===== config.mk =====
export PLATFORM = sky130hd
export DESIGN_NAME = trimmed_mean_two_point_calibration_flat
export DESIGN_NICKNAME = d
export VERILOG_FILES = /design/src/rtl/tmcal_pkg.sv /design/src/rtl/tmcal_ifs.sv /design/src/rtl/trimmed_mean_two_point_calibration.sv /design/src/rtl/tmcal_mdu.sv /design/src/flat_wrapper.sv
export SDC_FILE = /design/constraint.sdc
export NUM_CORES = 2
export LEC_CHECK = 0
export BUFFER_PORTS_ARGS = -buffer_cell sky130_fd_sc_hd__buf_2
export CORE_UTILIZATION = 48
export DETAILED_ROUTE_END_ITERATION = 10
export MAX_ROUTING_LAYER = met4
export SLEW_MARGIN = 20
export SYNTH_ARGS = -nofsm -noshare
export SYNTH_HDL_FRONTEND = slang
export SYNTH_SLANG_ARGS = --single-unit

===== constraint.sdc =====
create_clock -name clock -period 8.2 [get_ports clock]
set_input_delay 0 -clock clock [delete_from_list [all_inputs] [get_ports clock]]
set_output_delay 0 -clock clock [all_outputs]
set_load 0.005 [all_outputs]

===== src/rtl/tmcal_pkg.sv =====
// ----------------------------------------------------------------------------
// tmcal_pkg
// Shared types and constants of the trimmed-mean two-point calibration block.
// ----------------------------------------------------------------------------
`default_nettype none

package tmcal_pkg;

   localparam int UNIT_WIDTH  = 64;
   localparam int STEP_WIDTH  = 7;
   localparam int OUT_WIDTH   = 24;
   localparam int CFG_WIDTH   = 24;
   localparam int VALUE_WIDTH = 32;
   localparam int INDEX_WIDTH = 3;
   localparam int COUNT_CFG_WIDTH = 4;

   // register indexes
   localparam logic [INDEX_WIDTH-1:0] CSR_SAMPLES     = 3'd0;
   localparam logic [INDEX_WIDTH-1:0] CSR_PHYS_FIRST  = 3'd1;
   localparam logic [INDEX_WIDTH-1:0] CSR_PHYS_SECOND = 3'd2;
   localparam logic [INDEX_WIDTH-1:0] CSR_RAW_FIRST   = 3'd3;
   localparam logic [INDEX_WIDTH-1:0] CSR_RAW_SECOND  = 3'd4;

   // register reset values and the floor on the sample count
   localparam logic [COUNT_CFG_WIDTH-1:0] SAMPLES_RESET = 4'd5;
   localparam logic signed [CFG_WIDTH-1:0] PHYS_FIRST_RESET  = 24'sd0;
   localparam logic signed [CFG_WIDTH-1:0] PHYS_SECOND_RESET = 24'sd256;
   localparam logic signed [CFG_WIDTH-1:0] RAW_FIRST_RESET   = 24'sd0;
   localparam logic signed [CFG_WIDTH-1:0] RAW_SECOND_RESET  = 24'sd256;
   localparam logic [COUNT_CFG_WIDTH-1:0] SAMPLES_FLOOR = 4'd3;

   // saturation limits on the quotient magnitude
   localparam logic [UNIT_WIDTH-1:0] MAG_NEG_LIMIT = 64'h0000_0000_8000_0000;
   localparam logic [UNIT_WIDTH-1:0] MAG_POS_LIMIT = 64'h0000_0000_7fff_ffff;
   localparam logic signed [VALUE_WIDTH-1:0] VALUE_MIN = 32'sh8000_0000;
   localparam logic signed [VALUE_WIDTH-1:0] VALUE_MAX = 32'sh7fff_ffff;

   // shared unit operations
   localparam logic MDU_OP_MUL = 1'b0;
   localparam logic MDU_OP_DIV = 1'b1;

   typedef struct packed {
      logic                  start;
      logic                  op;
      logic [STEP_WIDTH-1:0] steps;
      logic [UNIT_WIDTH-1:0] shift_operand;
      logic [UNIT_WIDTH-1:0] fixed_operand;
   } mdu_cmd_type;

endpackage

`default_nettype wire


===== src/rtl/tmcal_ifs.sv =====
// ----------------------------------------------------------------------------
// tmcal channel interfaces
// Reading, result and register-write channels with valid/ready handshakes.
// ----------------------------------------------------------------------------
`default_nettype none

interface tmcal_req_if #(parameter int READING_WIDTH = 24) ();
   logic                            valid;
   logic                            ready;
   logic signed [READING_WIDTH-1:0] reading;
   modport source (output valid, output reading, input ready);
   modport sink (input valid, input reading, output ready);
endinterface

interface tmcal_rsp_if import tmcal_pkg::*; ();
   logic                          valid;
   logic                          ready;
   logic signed [OUT_WIDTH-1:0]   min_reading;
   logic signed [OUT_WIDTH-1:0]   max_reading;
   logic signed [OUT_WIDTH-1:0]   trimmed_mean;
   logic signed [VALUE_WIDTH-1:0] value_tenths;
   logic                          span_error;
   modport source (output valid, output min_reading, output max_reading,
                   output trimmed_mean, output value_tenths, output span_error,
                   input ready);
   modport sink (input valid, input min_reading, input max_reading,
                 input trimmed_mean, input value_tenths, input span_error,
                 output ready);
endinterface

interface tmcal_csr_if import tmcal_pkg::*; ();
   logic                   valid;
   logic                   ready;
   logic [INDEX_WIDTH-1:0] index;
   logic [CFG_WIDTH-1:0]   data;
   modport source (output valid, output index, output data, input ready);
   modport sink (input valid, input index, input data, output ready);
endinterface

`default_nettype wire


===== src/rtl/trimmed_mean_two_point_calibration.sv =====
// ----------------------------------------------------------------------------
// trimmed_mean_two_point_calibration
// Running min/max/sum over a measurement, trimmed mean, two-point linear
// calibration to tenths with rounding and saturation.
//
//   channel   dir   payload                                           handshake
//   req_bus   in    reading                                           valid/ready
//   rsp_bus   out   min_reading, max_reading, trimmed_mean,           valid/ready
//                   value_tenths, span_error
//   csr_bus   in    index, data                                       valid/ready
//
// A reading that does not close a measurement only updates min/max/sum/count,
// and the block stays ready. The closing reading runs the trim and mean divide,
// then, unless the calibration span is zero, two multiplies, scaling, rounding
// and the final divide, on the shared one-bit-per-cycle multiply/divide unit.
// Reset is synchronous and loads the register defaults; no clearing pass.
// A finished result waits in the output register while readings keep flowing;
// only the next closing reading waits for it to be taken.
// ----------------------------------------------------------------------------
`default_nettype none

module trimmed_mean_two_point_calibration
   import tmcal_pkg::*;
#(
   parameter int MAX_READINGS  = 15,
   parameter int READING_WIDTH = 24
)
(
   input  wire logic   clock,
   input  wire logic   reset,
   tmcal_req_if.sink   req_bus,
   tmcal_rsp_if.source rsp_bus,
   tmcal_csr_if.sink   csr_bus
);

   localparam int RW  = READING_WIDTH;
   localparam int CW  = $clog2(MAX_READINGS + 1);
   localparam int SW  = RW + 4;
   localparam int DW  = RW + 5;
   localparam int BW  = ((RW > CFG_WIDTH) ? RW : CFG_WIDTH) + 1;
   localparam int PDW = CFG_WIDTH + 1;
   localparam int UW  = UNIT_WIDTH;
   localparam logic [COUNT_CFG_WIDTH-1:0] MAX_CODE = COUNT_CFG_WIDTH'(MAX_READINGS);
   localparam logic signed [RW-1:0] MOST_POS = {1'b0, {(RW-1){1'b1}}};
   localparam logic signed [RW-1:0] MOST_NEG = {1'b1, {(RW-1){1'b0}}};

   localparam logic [3:0] ST_IDLE      = 4'd0;
   localparam logic [3:0] ST_TRIM      = 4'd1;
   localparam logic [3:0] ST_MDIV_GO   = 4'd2;
   localparam logic [3:0] ST_MDIV_WAIT = 4'd3;
   localparam logic [3:0] ST_BDIFF     = 4'd4;
   localparam logic [3:0] ST_MUL1_GO   = 4'd5;
   localparam logic [3:0] ST_MUL1_WAIT = 4'd6;
   localparam logic [3:0] ST_MUL2_GO   = 4'd7;
   localparam logic [3:0] ST_MUL2_WAIT = 4'd8;
   localparam logic [3:0] ST_SCALE     = 4'd9;
   localparam logic [3:0] ST_ABS       = 4'd10;
   localparam logic [3:0] ST_BIAS      = 4'd11;
   localparam logic [3:0] ST_FDIV_GO   = 4'd12;
   localparam logic [3:0] ST_FDIV_WAIT = 4'd13;
   localparam logic [3:0] ST_PUBLISH   = 4'd14;

   // configuration
   logic [COUNT_CFG_WIDTH-1:0]  samples_ff;
   logic signed [CFG_WIDTH-1:0] phys0_ff, phys1_ff, raw0_ff, raw1_ff;

   // accumulators
   logic [3:0]           state_ff, state_in;
   logic [CW-1:0]        count_ff, count_in;
   logic signed [SW-1:0] sum_ff, sum_in;
   logic signed [RW-1:0] min_ff, min_in;
   logic signed [RW-1:0] max_ff, max_in;

   // working registers
   logic signed [DW-1:0]  diff_ff, diff_in;
   logic signed [PDW-1:0] span_ff, span_in;
   logic [PDW-1:0]        spanmag_ff, spanmag_in;
   logic signed [PDW-1:0] pdiff_ff, pdiff_in;
   logic                  err_ff, err_in;
   logic signed [RW-1:0]  mean_ff, mean_in;
   logic signed [BW-1:0]  bdiff_ff, bdiff_in;
   logic                  pneg_ff, pneg_in;
   logic signed [UW-1:0]  prod_ff, prod_in;
   logic [UW-1:0]         mag_ff, mag_in;
   logic                  qneg_ff, qneg_in;

   // output register
   logic                          rsp_valid_ff, rsp_valid_in;
   logic signed [OUT_WIDTH-1:0]   out_min_ff, out_max_ff, out_mean_ff;
   logic signed [VALUE_WIDTH-1:0] out_value_ff, value_ff, value_in;
   logic                          out_err_ff;
   logic                          load_out;

   // combinational helpers
   logic signed [RW-1:0]       reading;
   logic                       req_xfer;
   logic [CW-1:0]              count_next;
   logic [COUNT_CFG_WIDTH-1:0] eff_count;
   logic                       closing;
   logic [DW-1:0]              diff_mag;
   logic [BW-1:0]              bdiff_mag;
   logic [PDW-1:0]             pdiff_mag;
   logic [PDW-1:0]             phys0_mag;
   logic signed [PDW-1:0]      phys0_ext;
   logic signed [RW-1:0]       quot_rw;

   mdu_cmd_type       mdu_cmd;
   logic              mdu_done;
   logic [UW-1:0]     mdu_result;

   tmcal_mdu u_mdu (
      .clock  (clock),
      .reset  (reset),
      .cmd    (mdu_cmd),
      .done   (mdu_done),
      .result (mdu_result)
   );

   assign reading       = req_bus.reading;
   assign req_bus.ready = (state_ff == ST_IDLE);
   assign req_xfer      = req_bus.valid && req_bus.ready;
   assign csr_bus.ready = 1'b1;

   always_comb begin
      priority if (samples_ff < SAMPLES_FLOOR) begin
         eff_count = SAMPLES_FLOOR;
      end else if (samples_ff > MAX_CODE) begin
         eff_count = MAX_CODE;
      end else begin
         eff_count = samples_ff;
      end
      count_next = count_ff + CW'(1);
      closing    = (COUNT_CFG_WIDTH'(count_next) >= eff_count);
      diff_mag   = diff_ff[DW-1] ? -diff_ff : diff_ff;
      bdiff_mag  = bdiff_ff[BW-1] ? -bdiff_ff : bdiff_ff;
      pdiff_mag  = pdiff_ff[PDW-1] ? -pdiff_ff : pdiff_ff;
      phys0_ext  = PDW'(phys0_ff);
      phys0_mag  = phys0_ext[PDW-1] ? -phys0_ext : phys0_ext;
      quot_rw    = mdu_result[RW-1:0];
   end

   always_comb begin
      state_in   = state_ff;
      count_in   = count_ff;
      sum_in     = sum_ff;
      min_in     = min_ff;
      max_in     = max_ff;
      diff_in    = diff_ff;
      span_in    = span_ff;
      spanmag_in = spanmag_ff;
      pdiff_in   = pdiff_ff;
      err_in     = err_ff;
      mean_in    = mean_ff;
      bdiff_in   = bdiff_ff;
      pneg_in    = pneg_ff;
      prod_in    = prod_ff;
      mag_in     = mag_ff;
      qneg_in    = qneg_ff;
      value_in   = value_ff;
      load_out   = 1'b0;
      mdu_cmd    = '0;

      unique case (state_ff)
         ST_IDLE: begin
            if (req_xfer) begin
               max_in   = (reading > max_ff) ? reading : max_ff;
               min_in   = (reading < min_ff) ? reading : min_ff;
               sum_in   = sum_ff + SW'(reading);
               count_in = count_next;
               if (closing) begin
                  state_in = ST_TRIM;
               end
            end
         end
         ST_TRIM: begin
            diff_in  = DW'(sum_ff) - DW'(min_ff) - DW'(max_ff);
            span_in  = PDW'(raw1_ff) - PDW'(raw0_ff);
            pdiff_in = PDW'(phys1_ff) - PDW'(phys0_ff);
            err_in   = (raw1_ff == raw0_ff);
            state_in = ST_MDIV_GO;
         end
         ST_MDIV_GO: begin
            mdu_cmd.start         = 1'b1;
            mdu_cmd.op            = MDU_OP_DIV;
            mdu_cmd.steps         = STEP_WIDTH'(DW);
            mdu_cmd.shift_operand = UW'(diff_mag) << (UW - DW);
            mdu_cmd.fixed_operand = UW'(count_ff) - UW'(2);
            spanmag_in            = span_ff[PDW-1] ? -span_ff : span_ff;
            state_in              = ST_MDIV_WAIT;
         end
         ST_MDIV_WAIT: begin
            if (mdu_done) begin
               mean_in = diff_ff[DW-1] ? -quot_rw : quot_rw;
               if (err_ff) begin
                  value_in = '0;
                  state_in = ST_PUBLISH;
               end else begin
                  state_in = ST_BDIFF;
               end
            end
         end
         ST_BDIFF: begin
            bdiff_in = BW'(mean_ff) - BW'(raw0_ff);
            state_in = ST_MUL1_GO;
         end
         ST_MUL1_GO: begin
            mdu_cmd.start         = 1'b1;
            mdu_cmd.op            = MDU_OP_MUL;
            mdu_cmd.steps         = STEP_WIDTH'(BW);
            mdu_cmd.shift_operand = UW'(bdiff_mag);
            mdu_cmd.fixed_operand = UW'(pdiff_mag);
            pneg_in               = bdiff_ff[BW-1] ^ pdiff_ff[PDW-1];
            state_in              = ST_MUL1_WAIT;
         end
         ST_MUL1_WAIT: begin
            if (mdu_done) begin
               prod_in  = pneg_ff ? -mdu_result : mdu_result;
               state_in = ST_MUL2_GO;
            end
         end
         ST_MUL2_GO: begin
            mdu_cmd.start         = 1'b1;
            mdu_cmd.op            = MDU_OP_MUL;
            mdu_cmd.steps         = STEP_WIDTH'(PDW);
            mdu_cmd.shift_operand = UW'(spanmag_ff);
            mdu_cmd.fixed_operand = UW'(phys0_mag);
            pneg_in               = phys0_ext[PDW-1] ^ span_ff[PDW-1];
            state_in              = ST_MUL2_WAIT;
         end
         ST_MUL2_WAIT: begin
            if (mdu_done) begin
               prod_in  = pneg_ff ? prod_ff - mdu_result : prod_ff + mdu_result;
               state_in = ST_SCALE;
            end
         end
         ST_SCALE: begin
            prod_in  = (prod_ff <<< 3) + (prod_ff <<< 1);
            state_in = ST_ABS;
         end
         ST_ABS: begin
            mag_in   = prod_ff[UW-1] ? -prod_ff : prod_ff;
            qneg_in  = prod_ff[UW-1] ^ span_ff[PDW-1];
            state_in = ST_BIAS;
         end
         ST_BIAS: begin
            mag_in   = mag_ff + (UW'(spanmag_ff) << 7);
            state_in = ST_FDIV_GO;
         end
         ST_FDIV_GO: begin
            mdu_cmd.start         = 1'b1;
            mdu_cmd.op            = MDU_OP_DIV;
            mdu_cmd.steps         = STEP_WIDTH'(UW);
            mdu_cmd.shift_operand = mag_ff;
            mdu_cmd.fixed_operand = UW'(spanmag_ff) << 8;
            state_in              = ST_FDIV_WAIT;
         end
         ST_FDIV_WAIT: begin
            if (mdu_done) begin
               if (qneg_ff) begin
                  value_in = (mdu_result > MAG_NEG_LIMIT) ? VALUE_MIN
                                                          : -mdu_result[VALUE_WIDTH-1:0];
               end else begin
                  value_in = (mdu_result > MAG_POS_LIMIT) ? VALUE_MAX
                                                          : mdu_result[VALUE_WIDTH-1:0];
               end
               state_in = ST_PUBLISH;
            end
         end
         ST_PUBLISH: begin
            if (!rsp_valid_ff || rsp_bus.ready) begin
               load_out = 1'b1;
               count_in = '0;
               sum_in   = '0;
               min_in   = MOST_POS;
               max_in   = MOST_NEG;
               state_in = ST_IDLE;
            end
         end
         default: begin
            state_in = ST_IDLE;
         end
      endcase

      rsp_valid_in = load_out || (rsp_valid_ff && !rsp_bus.ready);
   end

   // register writes
   always_ff @(posedge clock) begin
      if (reset) begin
         samples_ff <= SAMPLES_RESET;
         phys0_ff   <= PHYS_FIRST_RESET;
         phys1_ff   <= PHYS_SECOND_RESET;
         raw0_ff    <= RAW_FIRST_RESET;
         raw1_ff    <= RAW_SECOND_RESET;
      end else if (csr_bus.valid && csr_bus.ready) begin
         unique case (csr_bus.index)
            CSR_SAMPLES:     samples_ff <= csr_bus.data[COUNT_CFG_WIDTH-1:0];
            CSR_PHYS_FIRST:  phys0_ff   <= csr_bus.data;
            CSR_PHYS_SECOND: phys1_ff   <= csr_bus.data;
            CSR_RAW_FIRST:   raw0_ff    <= csr_bus.data;
            CSR_RAW_SECOND:  raw1_ff    <= csr_bus.data;
            default: begin
            end
         endcase
      end
   end

   always_ff @(posedge clock) begin
      if (reset) begin
         state_ff     <= ST_IDLE;
         count_ff     <= '0;
         sum_ff       <= '0;
         min_ff       <= MOST_POS;
         max_ff       <= MOST_NEG;
         rsp_valid_ff <= 1'b0;
      end else begin
         state_ff     <= state_in;
         count_ff     <= count_in;
         sum_ff       <= sum_in;
         min_ff       <= min_in;
         max_ff       <= max_in;
         rsp_valid_ff <= rsp_valid_in;
      end
      diff_ff    <= diff_in;
      span_ff    <= span_in;
      spanmag_ff <= spanmag_in;
      pdiff_ff   <= pdiff_in;
      err_ff     <= err_in;
      mean_ff    <= mean_in;
      bdiff_ff   <= bdiff_in;
      pneg_ff    <= pneg_in;
      prod_ff    <= prod_in;
      mag_ff     <= mag_in;
      qneg_ff    <= qneg_in;
      value_ff   <= value_in;
   end

   // result transfer register
   always_ff @(posedge clock) begin
      if (load_out) begin
         out_min_ff   <= OUT_WIDTH'(min_ff);
         out_max_ff   <= OUT_WIDTH'(max_ff);
         out_mean_ff  <= OUT_WIDTH'(mean_ff);
         out_value_ff <= value_ff;
         out_err_ff   <= err_ff;
      end
   end

   assign rsp_bus.valid        = rsp_valid_ff;
   assign rsp_bus.min_reading  = out_min_ff;
   assign rsp_bus.max_reading  = out_max_ff;
   assign rsp_bus.trimmed_mean = out_mean_ff;
   assign rsp_bus.value_tenths = out_value_ff;
   assign rsp_bus.span_error   = out_err_ff;

endmodule

`default_nettype wire


===== src/rtl/tmcal_mdu.sv =====
// ----------------------------------------------------------------------------
// tmcal_mdu
// Shared iterative unit: unsigned shift-add multiply and restoring divide,
// one bit per cycle through a single adder.
// ----------------------------------------------------------------------------
`default_nettype none

module tmcal_mdu
   import tmcal_pkg::*;
(
   input  wire logic              clock,
   input  wire logic              reset,
   input  wire mdu_cmd_type       cmd,
   output logic                   done,
   output logic [UNIT_WIDTH-1:0]  result
);

   logic                  busy_ff, busy_in;
   logic                  done_ff, done_in;
   logic                  op_ff, op_in;
   logic [STEP_WIDTH-1:0] step_ff, step_in;
   logic [UNIT_WIDTH:0]   acc_ff, acc_in;
   logic [UNIT_WIDTH-1:0] fix_ff, fix_in;
   logic [UNIT_WIDTH-1:0] shr_ff, shr_in;

   logic [UNIT_WIDTH:0]   rem_shift;
   logic [UNIT_WIDTH:0]   add_x;
   logic [UNIT_WIDTH:0]   add_y;
   logic                  add_sub;
   logic [UNIT_WIDTH+1:0] add_sum;
   logic                  no_borrow;

   // the one adder
   always_comb begin
      rem_shift = {acc_ff[UNIT_WIDTH-1:0], shr_ff[UNIT_WIDTH-1]};
      if (op_ff == MDU_OP_DIV) begin
         add_x   = rem_shift;
         add_y   = ~{1'b0, fix_ff};
         add_sub = 1'b1;
      end else begin
         add_x   = acc_ff;
         add_y   = shr_ff[0] ? {1'b0, fix_ff} : '0;
         add_sub = 1'b0;
      end
      add_sum   = {1'b0, add_x} + {1'b0, add_y} + {{(UNIT_WIDTH+1){1'b0}}, add_sub};
      no_borrow = add_sum[UNIT_WIDTH+1];
   end

   always_comb begin
      busy_in = busy_ff;
      done_in = 1'b0;
      op_in   = op_ff;
      step_in = step_ff;
      acc_in  = acc_ff;
      fix_in  = fix_ff;
      shr_in  = shr_ff;
      if (cmd.start) begin
         busy_in = 1'b1;
         op_in   = cmd.op;
         step_in = cmd.steps;
         acc_in  = '0;
         fix_in  = cmd.fixed_operand;
         shr_in  = cmd.shift_operand;
      end else if (busy_ff) begin
         if (op_ff == MDU_OP_DIV) begin
            acc_in = no_borrow ? add_sum[UNIT_WIDTH:0] : rem_shift;
            shr_in = {shr_ff[UNIT_WIDTH-2:0], no_borrow};
         end else begin
            acc_in = add_sum[UNIT_WIDTH:0];
            fix_in = {fix_ff[UNIT_WIDTH-2:0], 1'b0};
            shr_in = {1'b0, shr_ff[UNIT_WIDTH-1:1]};
         end
         step_in = step_ff - STEP_WIDTH'(1);
         if (step_ff == STEP_WIDTH'(1)) begin
            busy_in = 1'b0;
            done_in = 1'b1;
         end
      end
   end

   always_ff @(posedge clock) begin
      if (reset) begin
         busy_ff <= 1'b0;
         done_ff <= 1'b0;
      end else begin
         busy_ff <= busy_in;
         done_ff <= done_in;
      end
      op_ff   <= op_in;
      step_ff <= step_in;
      acc_ff  <= acc_in;
      fix_ff  <= fix_in;
      shr_ff  <= shr_in;
   end

   assign done   = done_ff;
   assign result = (op_ff == MDU_OP_DIV) ? shr_ff : acc_ff[UNIT_WIDTH-1:0];

endmodule

`default_nettype wire

===== src/flat_wrapper.sv =====
// flat-port wrapper written by rule: the top's interface ports become plain ports
module trimmed_mean_two_point_calibration_flat import tmcal_pkg::*;
#(
   parameter int MAX_READINGS  = 15,
   parameter int READING_WIDTH = 24
)
  (clock, reset, req_bus_valid, req_bus_reading, req_bus_ready, rsp_bus_valid, rsp_bus_min_reading, rsp_bus_max_reading, rsp_bus_trimmed_mean, rsp_bus_value_tenths, rsp_bus_span_error, rsp_bus_ready, csr_bus_valid, csr_bus_index, csr_bus_data, csr_bus_ready);
  tmcal_req_if #(.READING_WIDTH(READING_WIDTH)) req_bus_i ();
  tmcal_rsp_if rsp_bus_i ();
  tmcal_csr_if csr_bus_i ();
  input  wire logic clock;
  input  wire logic reset;
  input wire logic [$bits(req_bus_i.valid)-1:0] req_bus_valid;
  input wire logic [$bits(req_bus_i.reading)-1:0] req_bus_reading;
  output wire logic [$bits(req_bus_i.ready)-1:0] req_bus_ready;
  output wire logic [$bits(rsp_bus_i.valid)-1:0] rsp_bus_valid;
  output wire logic [$bits(rsp_bus_i.min_reading)-1:0] rsp_bus_min_reading;
  output wire logic [$bits(rsp_bus_i.max_reading)-1:0] rsp_bus_max_reading;
  output wire logic [$bits(rsp_bus_i.trimmed_mean)-1:0] rsp_bus_trimmed_mean;
  output wire logic [$bits(rsp_bus_i.value_tenths)-1:0] rsp_bus_value_tenths;
  output wire logic [$bits(rsp_bus_i.span_error)-1:0] rsp_bus_span_error;
  input wire logic [$bits(rsp_bus_i.ready)-1:0] rsp_bus_ready;
  input wire logic [$bits(csr_bus_i.valid)-1:0] csr_bus_valid;
  input wire logic [$bits(csr_bus_i.index)-1:0] csr_bus_index;
  input wire logic [$bits(csr_bus_i.data)-1:0] csr_bus_data;
  output wire logic [$bits(csr_bus_i.ready)-1:0] csr_bus_ready;
  assign req_bus_i.valid = req_bus_valid;
  assign req_bus_i.reading = req_bus_reading;
  assign req_bus_ready = req_bus_i.ready;
  assign rsp_bus_valid = rsp_bus_i.valid;
  assign rsp_bus_min_reading = rsp_bus_i.min_reading;
  assign rsp_bus_max_reading = rsp_bus_i.max_reading;
  assign rsp_bus_trimmed_mean = rsp_bus_i.trimmed_mean;
  assign rsp_bus_value_tenths = rsp_bus_i.value_tenths;
  assign rsp_bus_span_error = rsp_bus_i.span_error;
  assign rsp_bus_i.ready = rsp_bus_ready;
  assign csr_bus_i.valid = csr_bus_valid;
  assign csr_bus_i.index = csr_bus_index;
  assign csr_bus_i.data = csr_bus_data;
  assign csr_bus_ready = csr_bus_i.ready;
  trimmed_mean_two_point_calibration #(.MAX_READINGS(MAX_READINGS), .READING_WIDTH(READING_WIDTH)) u_core (.clock(clock), .reset(reset), .req_bus(req_bus_i), .rsp_bus(rsp_bus_i), .csr_bus(csr_bus_i));
endmodule

## Word level (Yosys, flattened, before mapping)

Index checks and enable logic that the tools add are counted.
Widths: inputs -> output; s select.

- Register bits: 809
- Input port bits: 56
- Output and inout port bits: 108

- Add/subtract/negate cells: 24
- Order comparisons: 7
- Equal/unequal tests: 31
- Mux-type cells: 67
- Bitwise operators: 5
- Reduce and logical (&&, ||, !) cells: 28

Operator list:

| kind | number |
|---|---|
| $mux 64 | 13 |
| $pmux 137 s4 | 1 |
| $mux 65 | 4 |
| $mux 24 | 8 |
| $mux 32 | 6 |
| $pmux 64 s3 | 1 |
| $add 64x64->64 | 2 |
| $neg 64->64 | 2 |
| $pmux 64 s2 | 1 |
| $pmux 24 s2 | 2 |
| $mux 25 | 3 |
| $neg 25->25 | 3 |
| $sub 24x24->25 | 3 |
| $add 65x65->66 | 1 |
| $add 66x1->66 | 1 |
| $not 64->65 | 1 |
| $add 64x32->64 | 1 |
| $gt 64x31->1 const B | 1 |
| $gt 64x32->1 const B | 1 |
| $pmux 32 s2 | 1 |
| $sub 64x64->64 | 1 |
| $pmux 4 s15 | 1 |
| $mux 28 | 2 |
| $pmux 28 s2 | 1 |
| 46 further kinds | 101 |

## Logic depth before layout (Yosys ltp)

- Depth in word-level cells: 7
- Depth in mapped cells: 37

## Cells and area by module

Synthesis repeated with hierarchy kept, for this count alone.

- Cell total of the unflattened synthesis: 7372
- Area, all modules: 62128.3 µm²

By module, submodules not included:

| module | instances | cells each | area an instance (µm²) | sequential area each (µm²) |
|---|---|---|---|---|
| trimmed_mean_two_point_calibration | 1 | 5462 | 47046.4 | 16345.7 |
| tmcal_mdu | 1 | 1910 | 15082.0 | 5425.2 |

## Least setup slack after synthesis

No wires, ideal clock.

- Path kind: register -> register
- From: reg u_core.u_mdu.op_ff
- To: reg u_core.u_mdu.fix_ff[0], enable pin
- Setup time: 574 ps
- Data arrival time: 6971 ps
- Data required time: 7626 ps
- Path slack: 654 ps
- Stages on the path, launching flop included: 14
- Buffers on the path: 12
- Cells stage by stage: edfxtp_1 > buf_4 > buf_6 > buf_2 > buf_4 > buf_4 > buf_4 > buf_2 > buf_2 > buf_2 > buf_2 > buf_2 > buf_2 > o21ai_0

- Word-level cells in the longest chain between the ends: 2

RTL lines:

| what | RTL line | RTL |
|---|---|---|
| start, declared | tmcal_mdu.sv:20 | `logic op_ff, op_in;` |
| start signal, assigned | tmcal_mdu.sv:89 | `op_ff <= op_in;` |
| $ne 2x1->1 (no line) | n/a |  |
| $reduce_and 2->1 (no line) | n/a |  |
| end signal, assigned | tmcal_mdu.sv:92 | `fix_ff <= fix_in;` |
| end, declared | tmcal_mdu.sv:23 | `logic [UNIT_WIDTH-1:0] fix_ff, fix_in;` |

No other way between the ends.
A chain may end at the register's enable or synchronous reset.

## Worst setup path after layout

- From: reg u_core.u_mdu.op_ff
- To: reg u_core.prod_ff[63] (data pin)

- Word-level cells in the longest chain between the ends: 5
- Elaborated cells on any way between the ends: 9
- Classes of those cells: add/sub (3); mux (6)

RTL lines:

| what | RTL line | RTL |
|---|---|---|
| $mux 64 (*) | tmcal_mdu.sv:97 | `assign result = (op_ff == MDU_OP_DIV) ? shr_ff : acc_ff[UNIT_WIDTH-1:0];` |
| $add 64x64->64, or another cell as far along | trimmed_mean_two_point_calibration.sv:232 | `prod_in = pneg_ff ? prod_ff - mdu_result : prod_ff + mdu_result;` |
| $mux 64 (on tied branches) | trimmed_mean_two_point_calibration.sv:232, trimmed_mean_two_point_calibration.sv:217 |  |
| $mux 64 (on tied branches) | trimmed_mean_two_point_calibration.sv:231, trimmed_mean_two_point_calibration.sv:216 |  |
| $pmux 64 s3 (*) | trimmed_mean_two_point_calibration.sv:163 | `unique case (state_ff)` |
| net u_core.prod_in[63] | trimmed_mean_two_point_calibration.sv:83 | `logic signed [UW-1:0] prod_ff, prod_in;` |
| end signal, assigned | trimmed_mean_two_point_calibration.sv:332 | `prod_ff <= prod_in;` |
| end, declared | trimmed_mean_two_point_calibration.sv:83 |  |

The timed path passes the listed nets; every way through them passes the cells marked *. The select of a mux whose other input is x is not followed.

==> metrics.md <==
| Metric | Value |
|---|---|
| Routed wire per std cell | `23.4 µm` |
| Layout Cells excl Fill | `8,666` |
| Final Hold Fails | `0` |
| Maximum fanout along the worst path | `29` |
| Leak Pwr | `26.0 nW` |
| Max-slew violation count | `0` |
| Number of levels in the clock H-tree | `3` |
| Number of synthesized flops with an enable pin | `557` |
| Register cell area after layout | `0.0218 mm²` |
| Top flip-flop cell by instance count after synthesis | `sky130_fd_sc_hd__edfxtp_1` |
| Setup repair bufs after CTS | `0` |
| Count of standard-cell rows | `130` |
| Worst setup skew after layout | `0.0376 ns` |
| Grt total ovfl | `0` |
| Sequential cell area fraction in the yosys report | `0.359` |
| Xor/xnor share of the synthesized area | `0.0906` |
| Clock transition at the registers of the reported paths | `0.06 ns` |
| Most frequent cells in the layout | `sky130_fd_sc_hd__nand2_1, sky130_fd_sc_hd__a21oi_1, sky130_fd_sc_hd__edfxtp_1` |
| Highest Clock Rate | `between 0.1 and 0.15 GHz` |
| Dominant combinational cell family by area after synthesis | `compound AO/OA/AOI/OAI gates` |
| Setup repair after global routing missed its margin | `no` |
| Buffering stage count on the worst path with inverters included | `1` |
| Residual DRC count | `0` |
| Worst slew margin relative to its limit | `0.216` |
| Floorplan die width | `roughly 360 µm` |
| Number of unique standard cell types used by synthesis | `103` |
| Antenna Nets Post-Route | `0` |
| Worst-case vdd ir drop | `0.000152 V` |
| Initial detailed-routing violation count | `around 5,300` |
| Worst EP arrival | `7.47 ns` |
| Final net count | `7,430` |
| Cell area after synthesis | `0.0606 mm²` |
| Total clock buffers created by CTS | `just over 90` |
| Initial antenna violation count | `11` |
| Total placed cells including tap cells | `8,429` |
| Critical path class | `reg2reg` |
| Simple-gate share of the synthesized area | `0.165` |
| Setup violators final | `0` |
| Required time at the endpoint of the critical path | `8.64 ns` |
| Final critical path time including I/O delays and setup | `7.03 ns` |
| Area inside the core boundary | `0.125 mm²` |
| Cell Chain, Critical Path | `buf_4 -> mux2i_2 -> nand2_1 -> nor4_1 -> and4_1 -> nand3_1 -> nor2_1 -> nand2_1 -> nor2_1 -> nor2_1 -> xor2_1 -> ha_1 -> a21o_1 -> a21o_1 -> a21oi_1 -> nand2_1 -> or2_2 -> o21ai_0 -> o21bai_1 -> a221oi_1 -> mux2i_1 -> a211o_1` |
| Sort of element at the end of the critical path | `flip-flop` |
| Crit path setup slack, layout | `roughly 1.2 ns` |
| CTS Root Buffer Type | `sky130_fd_sc_hd__clkbuf_16` |
| Maximum capacitance violations | `0` |
| Share of async-settable or async-resettable flops after synthesis | `0` |
| Post-Synth Adder-Cell Area | `0.0954` |
| CP max stage delay | `0.81 ns` |
| Maximum number of pins on one net before global-route repair | `108` |
| Number of global-route vias before repair | `48,716` |
| Setup WS pre-CTS | `1.27 ns` |
| Synth Warn # | `0` |
| WL final | `approximately 200 mm` |
| Critical path startpoint category | `flip-flop` |
| CTS Sinks | `809` |
| Area growth from synthesis to final layout | `9.82%` |
| Post-synthesis cell count | `6,887` |
| Worst-skew pair later-pin latency | `0.71 ns` |
| Placer Congestion | `0.963` |
| Setup_tns | `0 ns` |
| Wire length of the first global-routing pass | `302 mm` |
| Post-detailed-route via-to-cell ratio | `6.07` |
| Syn_area_per_cell | `between 8 and 9 µm²` |
| Die Ht | `357 µm` |
| Multi-input gate area | `0.0368 mm²` |
| Total number of vias | `52,609` |
| Final-layout fill cell count | `11,632` |
| Share of synthesized area spent on multiplexers | `0.0388` |
| Worst min-delay path category | `in2reg` |
| Number of iterations in the first detailed-routing pass | `7` |
| Most common cell after layout, fill and taps aside | `sky130_fd_sc_hd__nand2_1` |
| Clock tree from TritonCTS | `yes` |
| Outcome | `finished clean` |
| Initial core utilization | `0.483` |
| Num ports | `164` |
| Global-route total usage across every layer | `0.318` |
| Compound-gate portion of the synthesized area | `0.215` |
| Buffer levels on the longest clock path | `3` |
| Power per Cell Area | `193 mW/mm²` |
| Actual transition at the worst max-transition pin | `1.17 ns` |
| Part of the cycle the worst path needs | `0.857` |
| Ratio of cells with drive above 1 in the final layout | `0.0799` |
| Placed wire-length estimate | `155 mm` |
| Register bit count reported by yosys | `809` |
| Die Outline Area | `0.128 mm²` |
| Input/output buffers | `162` |
| Kind of cell with the highest combined delay on the critical path | `simple AND/OR/NAND/NOR gates` |
| Number of nets produced by synthesis | `7,383` |
| Cell with the largest stage delay on the worst path | `sky130_fd_sc_hd__nor4_1` |
==> kinds of logic after synthesis <==
kind of cell	count (synthesis)
other	1
AO/OA/AOI/OAI	2061
flip-flops	809
XOR/XNOR	626
multiplexers	224
AND/OR/NAND/NOR	2161
adder cells (fa/ha/maj)	440
buffers and inverters	565
==> power by group <==
part | internal, W | total [W] | switching [W]
logic | 0.00148 | 0.00371 | 0.00223
registers | 0.00459 | 0.00486 | 0.000269
clock network | 0.00243 | 0.00425 | 0.00183
==> synthesized netlist by cell type, drive strengths merged, types with 30 or more instances <==
library cell,n,area [µm²]
nand2,901,3380
a21oi,637,3190
edfxtp,557,16700
o21ai,497,2490
nor2,478,1790
ha,403,5040
xnor2,337,2960
xor2,289,2530
clkbuf,281,1060
dfxtp,252,5040
a21o,225,1690
inv,216,811
nand3,157,791
mux2i,146,1480
nor3,107,557
o31ai,80,616
nand2b,79,494
mux2,78,878
nand4,76,475
a22oi,71,533
nor2b,70,438
buf,66,348
and3,63,394
a211oi,56,420
o21a,55,413
or3,55,358
o221ai,52,455
a31oi,51,319
fa,37,741
o21bai,35,263
o41ai,32,288
or4,30,244
==> repair_timing <==
item	CTS	global route
gates resized for setup	0	0
endpoints found under the hold margin	177	0
setup endpoints to repair	0	0
hold buffers	59	0
==> layout make-up <==
type / instances / area share
timing repair buffer: 299 / 0.0307
tap: 1650 / 0.0310
sequential: 809 / 0.327
multi-input combinational: 5513 / 0.553
inverter: 218 / 0.0123
clock buffer: 126 / 0.0396
antenna: 3 / 0.000113
clock inverter: 48 / 0.00662
==> path summary, 6_finish.rpt <==
check | startpoint | end | slack (ns) | depth (start not counted)
max | u_core.u_mdu.op_ff | u_core.prod_ff[63] | 1.17 | 22
min | csr_bus_valid | u_core.samples_ff[2] | 0.09 | 4
max reg2reg | u_core.u_mdu.op_ff | u_core.prod_ff[63] | 1.17 | 22
min reg2reg | u_core.value_ff[15] | u_core.rsp_bus.value_tenths[15] | 0.42 | 0
==> through the flow <==
step	area (µm²)	util	hold WS, ns	total power, W
floorplan	60600	-	0.119	0.00750
global placement	62900	0.501	0.279	0.00853
detailed placement	62900	0.501	0.279	0.00853
CTS	66600	0.531	0.0485	0.0128
global route	66600	0.531	0.115	0.0134
finish	66600	0.531	0.0923	0.0128
==> per-layer routing <==
metal / up-vias / GRT usage / wire, µm
met2: 1803 / 0.464 / 86600
li1: 25360 / - / -
met1: 25210 / 0.466 / 97900
met5: - / - / 0
met3: 236 / 0.0305 / 12800
met4: 0 / 0.0860 / 5000
==> worst reg2reg max path, stage by stage (launching register included) <==
cell,delay [ns]
sky130_fd_sc_hd__edfxtp_1,0.61
sky130_fd_sc_hd__buf_4,0.42
sky130_fd_sc_hd__mux2i_2,0.56
sky130_fd_sc_hd__nand2_1,0.20
sky130_fd_sc_hd__nor4_1,0.81
sky130_fd_sc_hd__and4_1,0.55
sky130_fd_sc_hd__nand3_1,0.19
sky130_fd_sc_hd__nor2_1,0.13
sky130_fd_sc_hd__nand2_1,0.19
sky130_fd_sc_hd__nor2_1,0.17
sky130_fd_sc_hd__nor2_1,0.06
sky130_fd_sc_hd__xor2_1,0.16
sky130_fd_sc_hd__ha_1,0.39
sky130_fd_sc_hd__a21o_1,0.19
sky130_fd_sc_hd__a21o_1,0.17
sky130_fd_sc_hd__a21oi_1,0.22
sky130_fd_sc_hd__nand2_1,0.10
sky130_fd_sc_hd__or2_2,0.28
sky130_fd_sc_hd__o21ai_0,0.44
sky130_fd_sc_hd__o21bai_1,0.19
sky130_fd_sc_hd__a221oi_1,0.37
sky130_fd_sc_hd__mux2i_1,0.12
sky130_fd_sc_hd__a211o_1,0.27
==> state kept, by name, indices dropped and copies added (netlist names), 25 cells and up <==
name	count
u_core.diff_ff	29
u_core.bdiff_ff	25
u_core.u_mdu.shr_ff	64
u_core.span_ff	25
u_core.prod_ff	64
u_core.pdiff_ff	25
u_core.rsp_bus.value_tenths	32
u_core.mag_ff	64
u_core.value_ff	32
u_core.sum_ff	28
u_core.spanmag_ff	25
u_core.u_mdu.fix_ff	64
u_core.u_mdu.acc_ff	65
No activity file was read; power rests on OpenSTA's default activity.
